===== src/rtl/ete_pkg.sv =====
// shared types, constants and arithmetic helpers for the equatorial to horizontal transform
package ete_pkg;

   // default configuration
   localparam int ANGLE_BITS_DEFAULT    = 24;
   localparam int CORDIC_STAGES_DEFAULT = 24;

   // datapath widths: cordic x/y, rotation residual angle, product
   localparam int XW = 36;
   localparam int ZW = 34;
   localparam int PW = 34;

   // cordic gain 0.60725293 in q1.30
   localparam logic [31:0] GAIN_Q30  = 32'd652032874;
   localparam logic [31:0] HALF_TURN = 32'h8000_0000;
   localparam logic signed [ZW-1:0] QUARTER_Z = ZW'(64'sd1073741824);
   localparam logic signed [ZW-1:0] HALF_Z    = ZW'(64'sd2147483648);

   // atan(2^-i) in 32-bit turns
   localparam logic [31:0] ATAN_TURN [0:31] = '{
      32'h20000000, 32'h12E4051E, 32'h09FB385B, 32'h051111D4,
      32'h028B0D43, 32'h0145D7E1, 32'h00A2F61E, 32'h00517C55,
      32'h0028BE53, 32'h00145F2F, 32'h000A2F98, 32'h000517CC,
      32'h00028BE6, 32'h000145F3, 32'h0000A2FA, 32'h0000517D,
      32'h000028BE, 32'h0000145F, 32'h00000A30, 32'h00000518,
      32'h0000028C, 32'h00000146, 32'h000000A3, 32'h00000051,
      32'h00000029, 32'h00000014, 32'h0000000A, 32'h00000005,
      32'h00000003, 32'h00000001, 32'h00000001, 32'h00000000
   };

   // rotation cordic element
   typedef struct packed {
      logic signed [XW-1:0] x;
      logic signed [XW-1:0] y;
      logic signed [ZW-1:0] z;
   } rot_type;

   // vectoring cordic element
   typedef struct packed {
      logic signed [XW-1:0] x;
      logic signed [XW-1:0] y;
      logic [31:0]          ang;
   } vec_type;

   // folded rotation angle
   typedef struct packed {
      logic                 flip;
      logic signed [ZW-1:0] z;
   } fold_type;

   // fold a 32-bit turn into a quarter turn either side of zero
   function automatic fold_type fold_angle(input logic [31:0] a);
      fold_type r;
      logic signed [ZW-1:0] s;
      s = ZW'($signed(a));
      r.flip = 1'b0;
      if (s > QUARTER_Z) begin
         s = s - HALF_Z;
         r.flip = 1'b1;
      end else if (s < -QUARTER_Z) begin
         s = s + HALF_Z;
         r.flip = 1'b1;
      end
      r.z = s;
      return r;
   endfunction

   // q1.30 product, floor shift by 30
   function automatic logic signed [PW-1:0] mul_q(input logic signed [31:0] a,
                                                  input logic signed [31:0] b);
      logic signed [63:0] p;
      p = a * b;
      return p[63:30];
   endfunction

endpackage


===== src/rtl/ete_vec_cell.sv =====
// one vectoring cordic cell: drives y toward zero and sums the turned angle
module ete_vec_cell #(
   parameter int IDX   = 0,
   parameter int TAG_W = 1
) (
   input  logic              clock,
   input  logic              enable,
   input  ete_pkg::vec_type  data_in,
   input  logic [TAG_W-1:0]  tag_in,
   output ete_pkg::vec_type  data_out,
   output logic [TAG_W-1:0]  tag_out
);

   ete_pkg::vec_type   data_ff, data_in_next;
   logic [TAG_W-1:0]   tag_ff;
   logic signed [ete_pkg::XW-1:0] xs, ys;

   // micro-rotation toward the x axis
   always_comb begin
      xs = data_in.x >>> IDX;
      ys = data_in.y >>> IDX;
      if (data_in.y >= 0) begin
         data_in_next.x   = data_in.x + ys;
         data_in_next.y   = data_in.y - xs;
         data_in_next.ang = data_in.ang + ete_pkg::ATAN_TURN[IDX];
      end else begin
         data_in_next.x   = data_in.x - ys;
         data_in_next.y   = data_in.y + xs;
         data_in_next.ang = data_in.ang - ete_pkg::ATAN_TURN[IDX];
      end
   end

   always_ff @(posedge clock) begin
      if (enable) begin
         data_ff <= data_in_next;
         tag_ff  <= tag_in;
      end
   end

   assign data_out = data_ff;
   assign tag_out  = tag_ff;

endmodule


===== config.mk =====
export PLATFORM = sky130hd
export DESIGN_NAME = ete_vec_cell
export DESIGN_NICKNAME = d
export VERILOG_FILES = /design/src/rtl/ete_pkg.sv /design/src/rtl/ete_vec_cell.sv
export SDC_FILE = /design/constraint.sdc
export NUM_CORES = 1
export LEC_CHECK = 0
export BUFFER_PORTS_ARGS = -buffer_cell sky130_fd_sc_hd__buf_2
export CAP_MARGIN = 20
export CORE_MARGIN = 4
export CORE_UTILIZATION = 47
export CTS_CLUSTER_DIAMETER = 100
export CTS_CLUSTER_SIZE = 8
export DETAILED_ROUTE_END_ITERATION = 7
export HOLD_SLACK_MARGIN = 0.02
export PLACE_DENSITY = 0.78
export SLEW_MARGIN = 10
export SYNTH_ARGS = -nofsm -noshare
export SYNTH_HDL_FRONTEND = slang
export SYNTH_SLANG_ARGS = --single-unit

===== constraint.sdc =====
create_clock -name clock -period 3.25 [get_ports clock]
set_clock_uncertainty 0.1 [all_clocks]
set_input_delay 0.1625 -clock clock [delete_from_list [all_inputs] [get_ports clock]]
set_output_delay 0.1625 -clock clock [all_outputs]
set_load 0.02 [all_outputs]

==> results.toml <==
[placed_design]
place_ws_ps = 21.2
dp_hpwl_um = 24500
gp_congestion = 0.994
numPortBuffers = 211

[critical_path]
crit_required_ps = 3240
start_kind = "primary input"
crit_slowest_cell = "or4_4"
cpPeakStageDelay_ps = 510
cp_common_cell = "buf_4"
crit_path_end_kind = "flop"
cp-endpoint = "data_out[101]"
cp_cell_sequence = "buf_2 > inv_1 > ha_1 > nor2b_1 > o21bai_1 > buf_4 > a211oi_1 > buf_4 > or4_4 > a21boi_2 > o21ai_1 > a211o_1 > a21oi_1 > xnor2_1"
criticalPathCategory = "primary input to flop"
crit_path_max_fanout = 3
critPathLaunch = "data_in[33]"
cp.arrival_ps = 2910

[timing]
rsz0062_at_grt = "no"
period_share_pct = 89.8
setup-tns-final_ps = 0
whs_ps = 62.3
relSlewSlack_pct = 41.1
finalSetupViolCount = 0
drv_slew = 0
tightestPinTransition_ps = 883
layout_setup_ws_ps = 330
max_freq_mhz = 343
hold_viol_final = 0
period_minus_slack_ps = 2920

[global_route]
grt_use_total_pct = 26.2
grt_pass1_wl_um = 46800
grt_start_max_net_pins = 93
grt-ovfl-total = 0
first_global_vias = 8936
antenna_found_initial = 0

[clock_network]
clock_sinks = 104
cts_buffers = 9
cts_tree = "built"
h-tree-depth = 3
clk_path_buf_depth = 2
path_clk_slew_ps = 70
clock-root-buffer = "clkbuf_16"

[floorplan]
fp.dieW_um = 151
core_area_sq_mm = 0.0197
die-area_sq_mm = 0.0227
die_h_um = 151
core.rowCount = 51
num_io_pins = 212
start_util_pct = 48.4

[routing]
wire_per_inst_um = 18.6
vias = 9387
wl_um = 30700
drt_iter0_drc = 882
drtAntennaViolNets = 0
drc = 0
routed_via_density = 5.70
firstDrtPassIters = 5

[logic_synthesis]
synth_seq_cells = 104
synth_cells = 1075
synth.distinct_cells = 76
synth_ff_type = "edfxtp_1"
synth_area_leaders = "edfxtp_1 (33%), ha_1 (14%), a21oi_1 (6.3%)"
yosysTopAreaCellShare_pct = 32.7
syn-num-nets = 1291
avgSynthCellArea_sq_um = 8.89
synth-edff-count = 104
yosys.area.top_type = "edfxtp_1"
syn_area_sq_mm = 0.00955
netlist_top_cells_count = "a21oi_1 (121), inv_1 (110), ha_1 (105)"
ys_seq_area_share_pct = 32.7
async_reset_ff_share_pct = 0
ys_warn_count = 0
synth_most_common_cell = "a21oi_1"

[hold_path]
hold_path.class = "primary input to flop"

[final_layout]
antenna_cells = 0
fin_nets = 1594
drive_gt1_share_pct = 25.5
synthToLayoutAreaGrowth_pct = 26.7

[pwr]
power.density_mw_per_mm2 = 409
static-leakage-power_nw = 5.53
ir_drop_v = 0.000250
finalPower_mw = 4.95

[run_status]
status = "completed"

[flow_run]
cap_violations = 0
[through the flow]
step	instance area [sq um]	utilization, %	instances
2_1_floorplan	9550	-	1075
3_3_place_gp	11500	58.3	1601
3_5_place_dp	11500	58.3	1601
4_1_cts	12100	61.4	1648
5_1_grt	12100	61.4	1648
6_report	12100	61.4	1648
[worst max-delay path: cells and delay by family]
kind / cells / cell delay (ps)
compound gates: 6 / 1130
simple gates: 2 / 670
buf+inv: 4 / 500
fa+ha+maj: 1 / 320
xor+xnor: 1 / 110
[cell type report]
type,instances,area (sq um)
timing repair buffer,341,2120
clock inverter,6,62.6
tap,265,332
inverter,115,432
sequential,104,3120
fill,1747,7620
multi-input combinational,807,5800
clock buffer,10,229
[worst min-delay path by stage]
stage / slack (ps) / cells after the start / from / to
finish: 60 / 2 / data_in[103] / data_out[67]
global route: 60 / 2 / data_in[103] / data_out[67]
CTS: 60 / 2 / data_in[103] / data_out[67]
detailed placement: 240 / 1 / data_in[1] / data_out[1]
global placement: 240 / 1 / data_in[20] / data_out[20]
floorplan: 160 / 0 / data_in[0] / data_out[0]
[cells by family after synthesis]
group / count (synthesis) / share of synthesized area (%)
AO/OA/AOI/OAI: 364 / 24.9
XOR/XNOR: 70 / 6.42
adder cells (fa/ha/maj): 109 / 14.6
buffers and inverters: 164 / 6.63
flip-flops: 104 / 32.7
multiplexers: 15 / 1.57
AND/OR/NAND/NOR: 249 / 13.2
[placed cells by master, fill, tap and decap left out, types with 15 or more instances in the layout]
cell / synthesis / routed
xnor2_1: 62 / 62
o21ai_0: 64 / 64
nor3_1: 19 / 19
o21bai_1: 29 / 29
buf_2: 5 / 210
a21o_1: 24 / 24
buf_4: 3 / 99
mux2i_1: 15 / 15
nand2_1: 52 / 52
nor2_1: 75 / 75
inv_1: 110 / 110
nor2b_1: 18 / 18
ha_1: 105 / 105
a21oi_1: 121 / 121
edfxtp_1: 104 / 104
dlygate4sd3_1: 0 / 31
[what timing repair did]
item                                   4_1_cts  5_1_grt
endpoints found under the hold margin       31        0
hold buffers                                31        0
buffers inserted                             0        0
resized for setup                            0        0
[power breakdown]
group / switching (mW) / leakage, nW / internal (mW) / total (mW)
sequential: 0.0437 / 1.02 / 1.73 / 1.77
clock: 0.550 / 0.142 / 0.542 / 1.09
combinational: 1.27 / 4.37 / 0.811 / 2.08
total: 1.87 / 5.53 / 3.08 / 4.95
[routing by layer]
metal / global-route usage (%) / wire length, um / vias up
li1: - / - / 4481
met1: 35.1 / 13200 / 4376
met2: 42.6 / 14000 / 475
met3: 4.94 / 2740 / 55
met4: 8.51 / 721 / 0
met5: 0 / 0 / -
[sequential cells by signal, summed over array words and instances (netlist names)]
signal	count
tag_out	1
data_out	103
(Power assumes the default switching activity.)
