<file path="config.mk">
export PLATFORM = sky130hd
export DESIGN_NAME = ete_rot_cell
export DESIGN_NICKNAME = d
export VERILOG_FILES = /design/src/rtl/ete_pkg.sv /design/src/rtl/ete_rot_cell.sv
export SDC_FILE = /design/constraint.sdc
export NUM_CORES = 1
export LEC_CHECK = 0
export ABC_CLOCK_PERIOD_IN_PS = 3990
export BUFFER_PORTS_ARGS = -buffer_cell sky130_fd_sc_hd__buf_4
export CAP_MARGIN = 20
export CORE_MARGIN = 3
export CORE_UTILIZATION = 45
export DETAILED_ROUTE_END_ITERATION = 8
export MAX_ROUTING_LAYER = met4
export PLACE_DENSITY = 0.68
export SYNTH_ARGS = -nofsm -noshare
export SYNTH_HDL_FRONTEND = slang
export SYNTH_SLANG_ARGS = --single-unit
</file>
<file path="constraint.sdc">
create_clock -name clock -period 3.99 [get_ports clock]
set_input_delay 0.5985 -clock clock [delete_from_list [all_inputs] [get_ports clock]]
set_output_delay 0.5985 -clock clock [all_outputs]
set_load 0.02 [all_outputs]
</file>
<file path="src/rtl/ete_pkg.sv">
// shared types, constants and arithmetic helpers for the equatorial to horizontal transform
package ete_pkg;

   // default configuration
   localparam int ANGLE_BITS_DEFAULT    = 24;
   localparam int CORDIC_STAGES_DEFAULT = 24;

   // datapath widths: cordic x/y, rotation residual angle, product
   localparam int XW = 36;
   localparam int ZW = 34;
   localparam int PW = 34;

   // cordic gain 0.60725293 in q1.30
   localparam logic [31:0] GAIN_Q30  = 32'd652032874;
   localparam logic [31:0] HALF_TURN = 32'h8000_0000;
   localparam logic signed [ZW-1:0] QUARTER_Z = ZW'(64'sd1073741824);
   localparam logic signed [ZW-1:0] HALF_Z    = ZW'(64'sd2147483648);

   // atan(2^-i) in 32-bit turns
   localparam logic [31:0] ATAN_TURN [0:31] = '{
      32'h20000000, 32'h12E4051E, 32'h09FB385B, 32'h051111D4,
      32'h028B0D43, 32'h0145D7E1, 32'h00A2F61E, 32'h00517C55,
      32'h0028BE53, 32'h00145F2F, 32'h000A2F98, 32'h000517CC,
      32'h00028BE6, 32'h000145F3, 32'h0000A2FA, 32'h0000517D,
      32'h000028BE, 32'h0000145F, 32'h00000A30, 32'h00000518,
      32'h0000028C, 32'h00000146, 32'h000000A3, 32'h00000051,
      32'h00000029, 32'h00000014, 32'h0000000A, 32'h00000005,
      32'h00000003, 32'h00000001, 32'h00000001, 32'h00000000
   };

   // rotation cordic element
   typedef struct packed {
      logic signed [XW-1:0] x;
      logic signed [XW-1:0] y;
      logic signed [ZW-1:0] z;
   } rot_type;

   // vectoring cordic element
   typedef struct packed {
      logic signed [XW-1:0] x;
      logic signed [XW-1:0] y;
      logic [31:0]          ang;
   } vec_type;

   // folded rotation angle
   typedef struct packed {
      logic                 flip;
      logic signed [ZW-1:0] z;
   } fold_type;

   // fold a 32-bit turn into a quarter turn either side of zero
   function automatic fold_type fold_angle(input logic [31:0] a);
      fold_type r;
      logic signed [ZW-1:0] s;
      s = ZW'($signed(a));
      r.flip = 1'b0;
      if (s > QUARTER_Z) begin
         s = s - HALF_Z;
         r.flip = 1'b1;
      end else if (s < -QUARTER_Z) begin
         s = s + HALF_Z;
         r.flip = 1'b1;
      end
      r.z = s;
      return r;
   endfunction

   // q1.30 product, floor shift by 30
   function automatic logic signed [PW-1:0] mul_q(input logic signed [31:0] a,
                                                  input logic signed [31:0] b);
      logic signed [63:0] p;
      p = a * b;
      return p[63:30];
   endfunction

endpackage

</file>
<file path="src/rtl/ete_rot_cell.sv">
// one rotation cordic cell: a fixed shift and arctangent step, registered
module ete_rot_cell #(
   parameter int IDX   = 0,
   parameter int TAG_W = 1
) (
   input  logic              clock,
   input  logic              enable,
   input  ete_pkg::rot_type  data_in,
   input  logic [TAG_W-1:0]  tag_in,
   output ete_pkg::rot_type  data_out,
   output logic [TAG_W-1:0]  tag_out
);

   ete_pkg::rot_type   data_ff, data_in_next;
   logic [TAG_W-1:0]   tag_ff;
   logic signed [ete_pkg::XW-1:0] xs, ys;
   logic signed [ete_pkg::ZW-1:0] step;

   // micro-rotation toward zero residual angle
   always_comb begin
      xs = data_in.x >>> IDX;
      ys = data_in.y >>> IDX;
      step = ete_pkg::ZW'(ete_pkg::ATAN_TURN[IDX]);
      if (data_in.z >= 0) begin
         data_in_next.x = data_in.x - ys;
         data_in_next.y = data_in.y + xs;
         data_in_next.z = data_in.z - step;
      end else begin
         data_in_next.x = data_in.x + ys;
         data_in_next.y = data_in.y - xs;
         data_in_next.z = data_in.z + step;
      end
   end

   always_ff @(posedge clock) begin
      if (enable) begin
         data_ff <= data_in_next;
         tag_ff  <= tag_in;
      end
   end

   assign data_out = data_ff;
   assign tag_out  = tag_ff;

endmodule

</file>
==> results of run 1 <==
registers in the layout, summed over array words and instances, names as in the netlist:
signal,flops
tag_out,1
data_out,105
critical path, stage by stage:
cell and delay (ps):
sky130_fd_sc_hd__buf_4 90, sky130_fd_sc_hd__inv_1 40, sky130_fd_sc_hd__ha_1 600, sky130_fd_sc_hd__o21ai_0 230, sky130_fd_sc_hd__a2111oi_2 580, sky130_fd_sc_hd__a31oi_1 260
sky130_fd_sc_hd__a211oi_1 480, sky130_fd_sc_hd__o221ai_1 250, sky130_fd_sc_hd__o21ai_0 220, sky130_fd_sc_hd__nand3_1 120, sky130_fd_sc_hd__xnor2_1 130
layer usage:
| layer | up-vias | GRT usage (%) | share of wire (%) |
|---|---|---|---|
| met5 | - | - | 0 |
| met1 | 4389 | 36.3 | 44 |
| met2 | 463 | 43.9 | 47 |
| li1 | 4453 | - | - |
| met3 | 53 | 3.83 | 7.7 |
| met4 | 0 | 6.14 | 1.9 |
final timing paths:
check                       to        start  cells past startpoint  slack, ps
setup / recovery  data_out[69]  data_in[38]                     11        510
hold / removal         tag_out       tag_in                      1        410
area by class of cell:
class	count	area [um^2]	area share (%)
Clock inverter	7	83.8	0.687
Multi-Input combinational cell	857	6070	49.8
Tap cell	275	344	2.82
Timing Repair Buffer	247	1870	15.3
Clock buffer	9	225	1.85
Inverter	111	417	3.42
Sequential cell	106	3180	26.1
where the power goes:
part / switching (mW) / internal (mW) / total (mW)
logic: 1.06 / 0.696 / 1.75
clock network: 0.492 / 0.447 / 0.938
registers: 0.0544 / 1.44 / 1.49
layout by cell type, fill, tap and decap left out, types with 6 or more instances in the layout:
master | Yosys | layout
sky130_fd_sc_hd__edfxtp_1 | 106 | 106
sky130_fd_sc_hd__a21oi_1 | 135 | 135
sky130_fd_sc_hd__xnor2_1 | 62 | 62
sky130_fd_sc_hd__nand2b_1 | 11 | 11
sky130_fd_sc_hd__a211oi_1 | 16 | 16
sky130_fd_sc_hd__mux2i_1 | 12 | 12
sky130_fd_sc_hd__o21bai_1 | 30 | 30
sky130_fd_sc_hd__a21o_1 | 46 | 46
sky130_fd_sc_hd__nand2_1 | 59 | 59
sky130_fd_sc_hd__xor2_1 | 10 | 10
sky130_fd_sc_hd__o21ai_0 | 60 | 60
sky130_fd_sc_hd__nor2b_1 | 12 | 12
sky130_fd_sc_hd__nand3_1 | 26 | 26
sky130_fd_sc_hd__nor2_1 | 76 | 75
sky130_fd_sc_hd__a31oi_1 | 20 | 20
sky130_fd_sc_hd__o21a_1 | 10 | 10
sky130_fd_sc_hd__inv_1 | 109 | 109
sky130_fd_sc_hd__nand4_1 | 8 | 8
sky130_fd_sc_hd__o211ai_1 | 10 | 10
sky130_fd_sc_hd__o31ai_1 | 6 | 6
sky130_fd_sc_hd__ha_1 | 113 | 113
sky130_fd_sc_hd__nor4_1 | 11 | 11
sky130_fd_sc_hd__buf_4 | 1 | 246
sky130_fd_sc_hd__o21ai_1 | 14 | 14
sky130_fd_sc_hd__nor3_1 | 27 | 27
sky130_fd_sc_hd__clkbuf_16 | 0 | 9
kinds of logic (layout without fill, tap and decap cells):
group	count (synthesis)	after routing	share of synthesized area, %
AOI/OAI and AO/OA	398	398	26.1
buffers and inverters	161	374	6.45
DFF	106	106	32.2
adders and majority gates	117	117	15.1
xor gates and xnor gates	72	72	6.38
muxes	12	12	1.21
and+or+nand+nor	258	258	12.6
per-stage QoR:
stage / cells / util, %
after floorplan: 1124 / -
final: 1612 / 57.3
after CTS: 1612 / 57.3
after detailed placement: 1596 / 55.8
after global routing: 1612 / 57.3
after global placement: 1596 / 55.8
==> flow_metrics.tcl, run 1 <==
set metrics [dict create \
    post-cts-setup-buffers 0 \
    fp-row-count 53 \
    min-delay-path-class "in2reg" \
    tritoncts "done" \
    power_leakage_nw 5.47 \
    initial_drc_count 913 \
    pre_cts_ws_ps 173 \
    synth_area_mm2 0.00989 \
    die_width_um 154 \
    antenna_violations_before_repair 0 \
    core_area_mm2 0.0213 \
    drt_drc_violations_left 0 \
    gp_congestion 0.984 \
    die_y_um 154 \
    layout.nets 1558 \
    worst-slew-pin-transition_ps 1040 \
    min_period_over_period_pct 87.1 \
    timing.critical_path.fanout_max 15 \
    clock-root-buffer "sky130_fd_sc_hd__clkbuf_16" \
    critical_path_arrival_ps 3600 \
    layout_cell_area_excl_fill_mm2 0.0122 \
    count_of_maximum_capacitance_violations 0 \
    postSynthCellCount 1124 \
    final.setup.tns_ps 0 \
    synth_common_cells "135 x sky130_fd_sc_hd__a21oi_1, 113 x sky130_fd_sc_hd__ha_1, 109 x sky130_fd_sc_hd__inv_1, 106 x sky130_fd_sc_hd__edfxtp_1, 76 x sky130_fd_sc_hd__nor2_1" \
    cts_hold_repair.buffers 0 \
    htreeDepth 3 \
    ios 216 \
    drtPass1Iterations 6 \
    outcome "complete, no violations" \
    cts_resized 0 \
    worstSetupStartpointType "input pin" \
    number_of_vias_in_the_routed_layout 9358 \
    via_count_of_the_first_global_routing_pass 8884 \
    clk_path_buf_depth 2 \
    initial_core_util_pct 46.5 \
    drt.antenna.violating_nets 0 \
    synthMostInstantiatedCell "sky130_fd_sc_hd__a21oi_1" \
    dp_hpwl_um 26200 \
    avgRoutedWirePerCell_um 20.3 \
    vdd_ir_drop_max_mv 0.182 \
    grt_usage_pct 27.1 \
    timing.critical_path.required_ps 4120 \
    synth_warn 0 \
    ys_seq_elements 106 \
    clk_slew_on_worst_s_h_paths_ps 90 \
    slew_violations 0 \
    fp.dieArea_mm2 0.0238 \
    tritoncts_num_sinks 106 \
    synthFlopType "sky130_fd_sc_hd__edfxtp_1" \
    ys_seq_area_share_pct 32.2 \
    ys_types 75 \
    end_kind "register" \
    postSynthAreaPerCell_um2 8.80 \
    drt-vias-per-instance 5.81 \
    post_route_cells_drive_above_1_share_pct 21.8 \
    totalPowerFinal_mw 4.18 \
    fmax_ghz 0.288 \
    power_density_mw_per_mm2 343 \
    synth_top_area_share_pct 32.2 \
    synthDominantAreaCellType "sky130_fd_sc_hd__edfxtp_1" \
    worst_hold_slack_ps 408 \
    timing.final.hold_violations 0 \
    worst-setup-path-type "in2reg" \
    area_growth_pct 23.3 \
    cts_made_buffers 9 \
    rsz_0062_raised_after_global_routing "false" \
    worst_rel_slew_slack_pct 30.6 \
    fillers 2012 \
    io_buffer_count 215 \
    place_area_mm2 0.0119 \
    drt-total-wl_um 32800 \
    final-setup-viol-count 0 \
    global_route_wire_length_before_repair_um 49900 \
    layout_setup_ws_ps 513 \
    post_synth_main_area_contributors "sky130_fd_sc_hd__edfxtp_1 32%, sky130_fd_sc_hd__ha_1 14%, sky130_fd_sc_hd__a21oi_1 6.8%, sky130_fd_sc_hd__xnor2_1 5.5%, sky130_fd_sc_hd__inv_1 4.1%" \
    synth-async-reset-ratio_pct 0 \
    n_antenna_cell 0 \
    synth.net_count 1350 \
    period_needed_ps 3480 \
    synth_enable_flop_cells 106 \
    leftover_overflow_at_the_end_of_global_routing 0 \
    grt_max_degree 52 \
]
Note: power is estimated with default switching activity, not from simulation.
==> run 2: changes to the inputs <==
--- a/config.mk
+++ b/config.mk
@@ -10,6 +10,7 @@
 export CAP_MARGIN = 20
 export CORE_MARGIN = 3
 export CORE_UTILIZATION = 45
+export CTS_BUF_LIST = sky130_fd_sc_hd__clkbuf_4 sky130_fd_sc_hd__clkbuf_8
 export DETAILED_ROUTE_END_ITERATION = 8
 export MAX_ROUTING_LAYER = met4
 export PLACE_DENSITY = 0.68
==> run 2 against run 1 <==
  * Die area stayed put
  * Count of clock-buffer cells in the layout stayed put
  * Combinational power hardly changed
  * Flip-flop and latch count stayed put
  * Non-clock buffer count stayed put
  * Total power is 5.5% lower
  * Global-route usage is 0.073 points lower
  * Fmax is 2.8% higher
  * First-iteration DRC count is 7.3% higher
  * Critical path depth stayed put
  * Largest cell class unchanged
==> flow_metrics.tcl, run 2 (synthesis gave the netlist of run 1 again) <==
set metrics [dict create \
    dp_hpwl_um 26200 \
    gp_congestion 0.984 \
    antenna_violations_before_repair 0 \
    final-setup-viol-count 0 \
    mostFrequentLayoutCell "sky130_fd_sc_hd__buf_4" \
    cts_resized 0 \
    drt_drc_violations_left 0 \
    io_buffer_count 215 \
    fmax_ghz 0.296 \
    initial_drc_count 980 \
    timing.critical_path.fanout_max 15 \
    worst_rel_slew_slack_pct 32.3 \
    timing.final.hold_violations 0 \
    initial_core_util_pct 46.5 \
    area_growth_pct 22.3 \
    critical-path-top-delay-family "compound AO/OA/AOI/OAI gates" \
    slew_violations 0 \
    layout.nets 1558 \
    post_route_cells_drive_above_1_share_pct 21.8 \
    number_of_vias_in_the_routed_layout 9282 \
    leftover_overflow_at_the_end_of_global_routing 0 \
    worst-setup-path-type "in2reg" \
    clock-root-buffer "sky130_fd_sc_hd__clkbuf_8" \
    outcome "complete, no violations" \
    die_width_um 154 \
    drt-total-wl_um 32600 \
    post-cts-setup-buffers 0 \
    grt_max_degree 52 \
    fillers 2020 \
    drtPass1Iterations 8 \
    timing.critical_path.slowest_cell_delay_ps 590 \
    final_cell_mix "246 x sky130_fd_sc_hd__buf_4, 135 x sky130_fd_sc_hd__a21oi_1, 113 x sky130_fd_sc_hd__ha_1, 109 x sky130_fd_sc_hd__inv_1, 106 x sky130_fd_sc_hd__edfxtp_1" \
    min_period_over_period_pct 84.8 \
    critical_path_arrival_ps 3570 \
    timing.critical_path.required_ps 4170 \
    pre_cts_ws_ps 173 \
    vdd_ir_drop_max_mv 0.169 \
    drt-vias-per-instance 5.76 \
    end_kind "register" \
    cp.buffers_inverters 2 \
    power_leakage_nw 5.42 \
    crit_top_cell "sky130_fd_sc_hd__o21ai_0" \
    worstSetupStartpointType "input pin" \
    die_y_um 154 \
    n_antenna_cell 0 \
    clk_slew_on_worst_s_h_paths_ps 130 \
    via_count_of_the_first_global_routing_pass 8846 \
    core_area_mm2 0.0213 \
    min-delay-path-class "in2reg" \
    tritoncts_num_sinks 106 \
    critical_path.cell_chain "buf_4 > inv_1 > ha_1 > o21ai_0 > a2111oi_2 > a31oi_1 > a211oi_1 > o221ai_1 > o21ai_0 > nand3_1 > xnor2_1" \
    rsz_0062_raised_after_global_routing "false" \
    ios 216 \
    clk_path_buf_depth 2 \
    cts_hold_repair.buffers 0 \
    largest_register_ffs 105 \
    count_of_maximum_capacitance_violations 0 \
    htreeDepth 3 \
    period_needed_ps 3380 \
    worst-slew-pin-transition_ps 1010 \
    totalPowerFinal_mw 3.95 \
    critical_path.slowest_cell "sky130_fd_sc_hd__ha_1" \
    cts_made_buffers 9 \
    layout_setup_ws_ps 607 \
    fp-row-count 53 \
    global_route_wire_length_before_repair_um 49600 \
    fp.dieArea_mm2 0.0238 \
    drt.antenna.violating_nets 0 \
    grt_usage_pct 27.0 \
    tritoncts "done" \
    power_density_mw_per_mm2 327 \
    avgRoutedWirePerCell_um 20.2 \
    final.setup.tns_ps 0 \
]
[run 2: changes by cell type in the layout (fill, tap and decap cells not counted)]
cell / delta
sky130_fd_sc_hd__clkbuf_8: +9
sky130_fd_sc_hd__clkbuf_16: -9
[run 2: through the flow]
| step | area [um^2] | instances | hold slack [ps] | util [%] |
|---|---|---|---|---|
| 6_report | 12100 | 1612 | 356 | 56.8 |
| 5_1_grt | 12100 | 1612 | 339 | 56.8 |
| 4_1_cts | 12100 | 1612 | 342 | 56.8 |
| 3_5_place_dp | 11900 | 1596 | 781 | 55.8 |
| 3_3_place_gp | 11900 | 1596 | 778 | 55.8 |
| 2_1_floorplan | 9890 | 1124 | 697 | - |
[run 2: routing by layer]
| layer | track usage, % | up-vias | part of all wire [%] |
|---|---|---|---|
| li1 | - | 4457 | - |
| met1 | 35.8 | 4345 | 44 |
| met2 | 43.5 | 423 | 47 |
| met3 | 4.45 | 57 | 7.8 |
| met4 | 6.56 | 0 | 2.0 |
| met5 | - | - | 0 |
[run 2: path summary, 6_finish.rpt]
| path | cells past startpoint | end | start |
|---|---|---|---|
| setup / recovery | 11 | data_out[69] | data_in[38] |
| hold / removal | 1 | tag_out | tag_in |
[run 2: layout make-up]
| cell class | instances | area [um^2] | area share, % |
|---|---|---|---|
| sequential | 106 | 3180 | 26.3 |
| inverter | 111 | 417 | 3.45 |
| clock buffer | 9 | 124 | 1.02 |
| tap | 275 | 344 | 2.85 |
| clock inverter | 7 | 83.8 | 0.693 |
| multi-input combinational | 857 | 6070 | 50.2 |
| timing repair buffer | 247 | 1870 | 15.4 |
[run 2: report_power, final]
| part | internal [mW] | switching (mW) | leakage [nW] |
|---|---|---|---|
| sequential | 1.44 | 0.0543 | 1.04 |
| clock | 0.248 | 0.467 | 0.0958 |
| combinational | 0.696 | 1.05 | 4.29 |
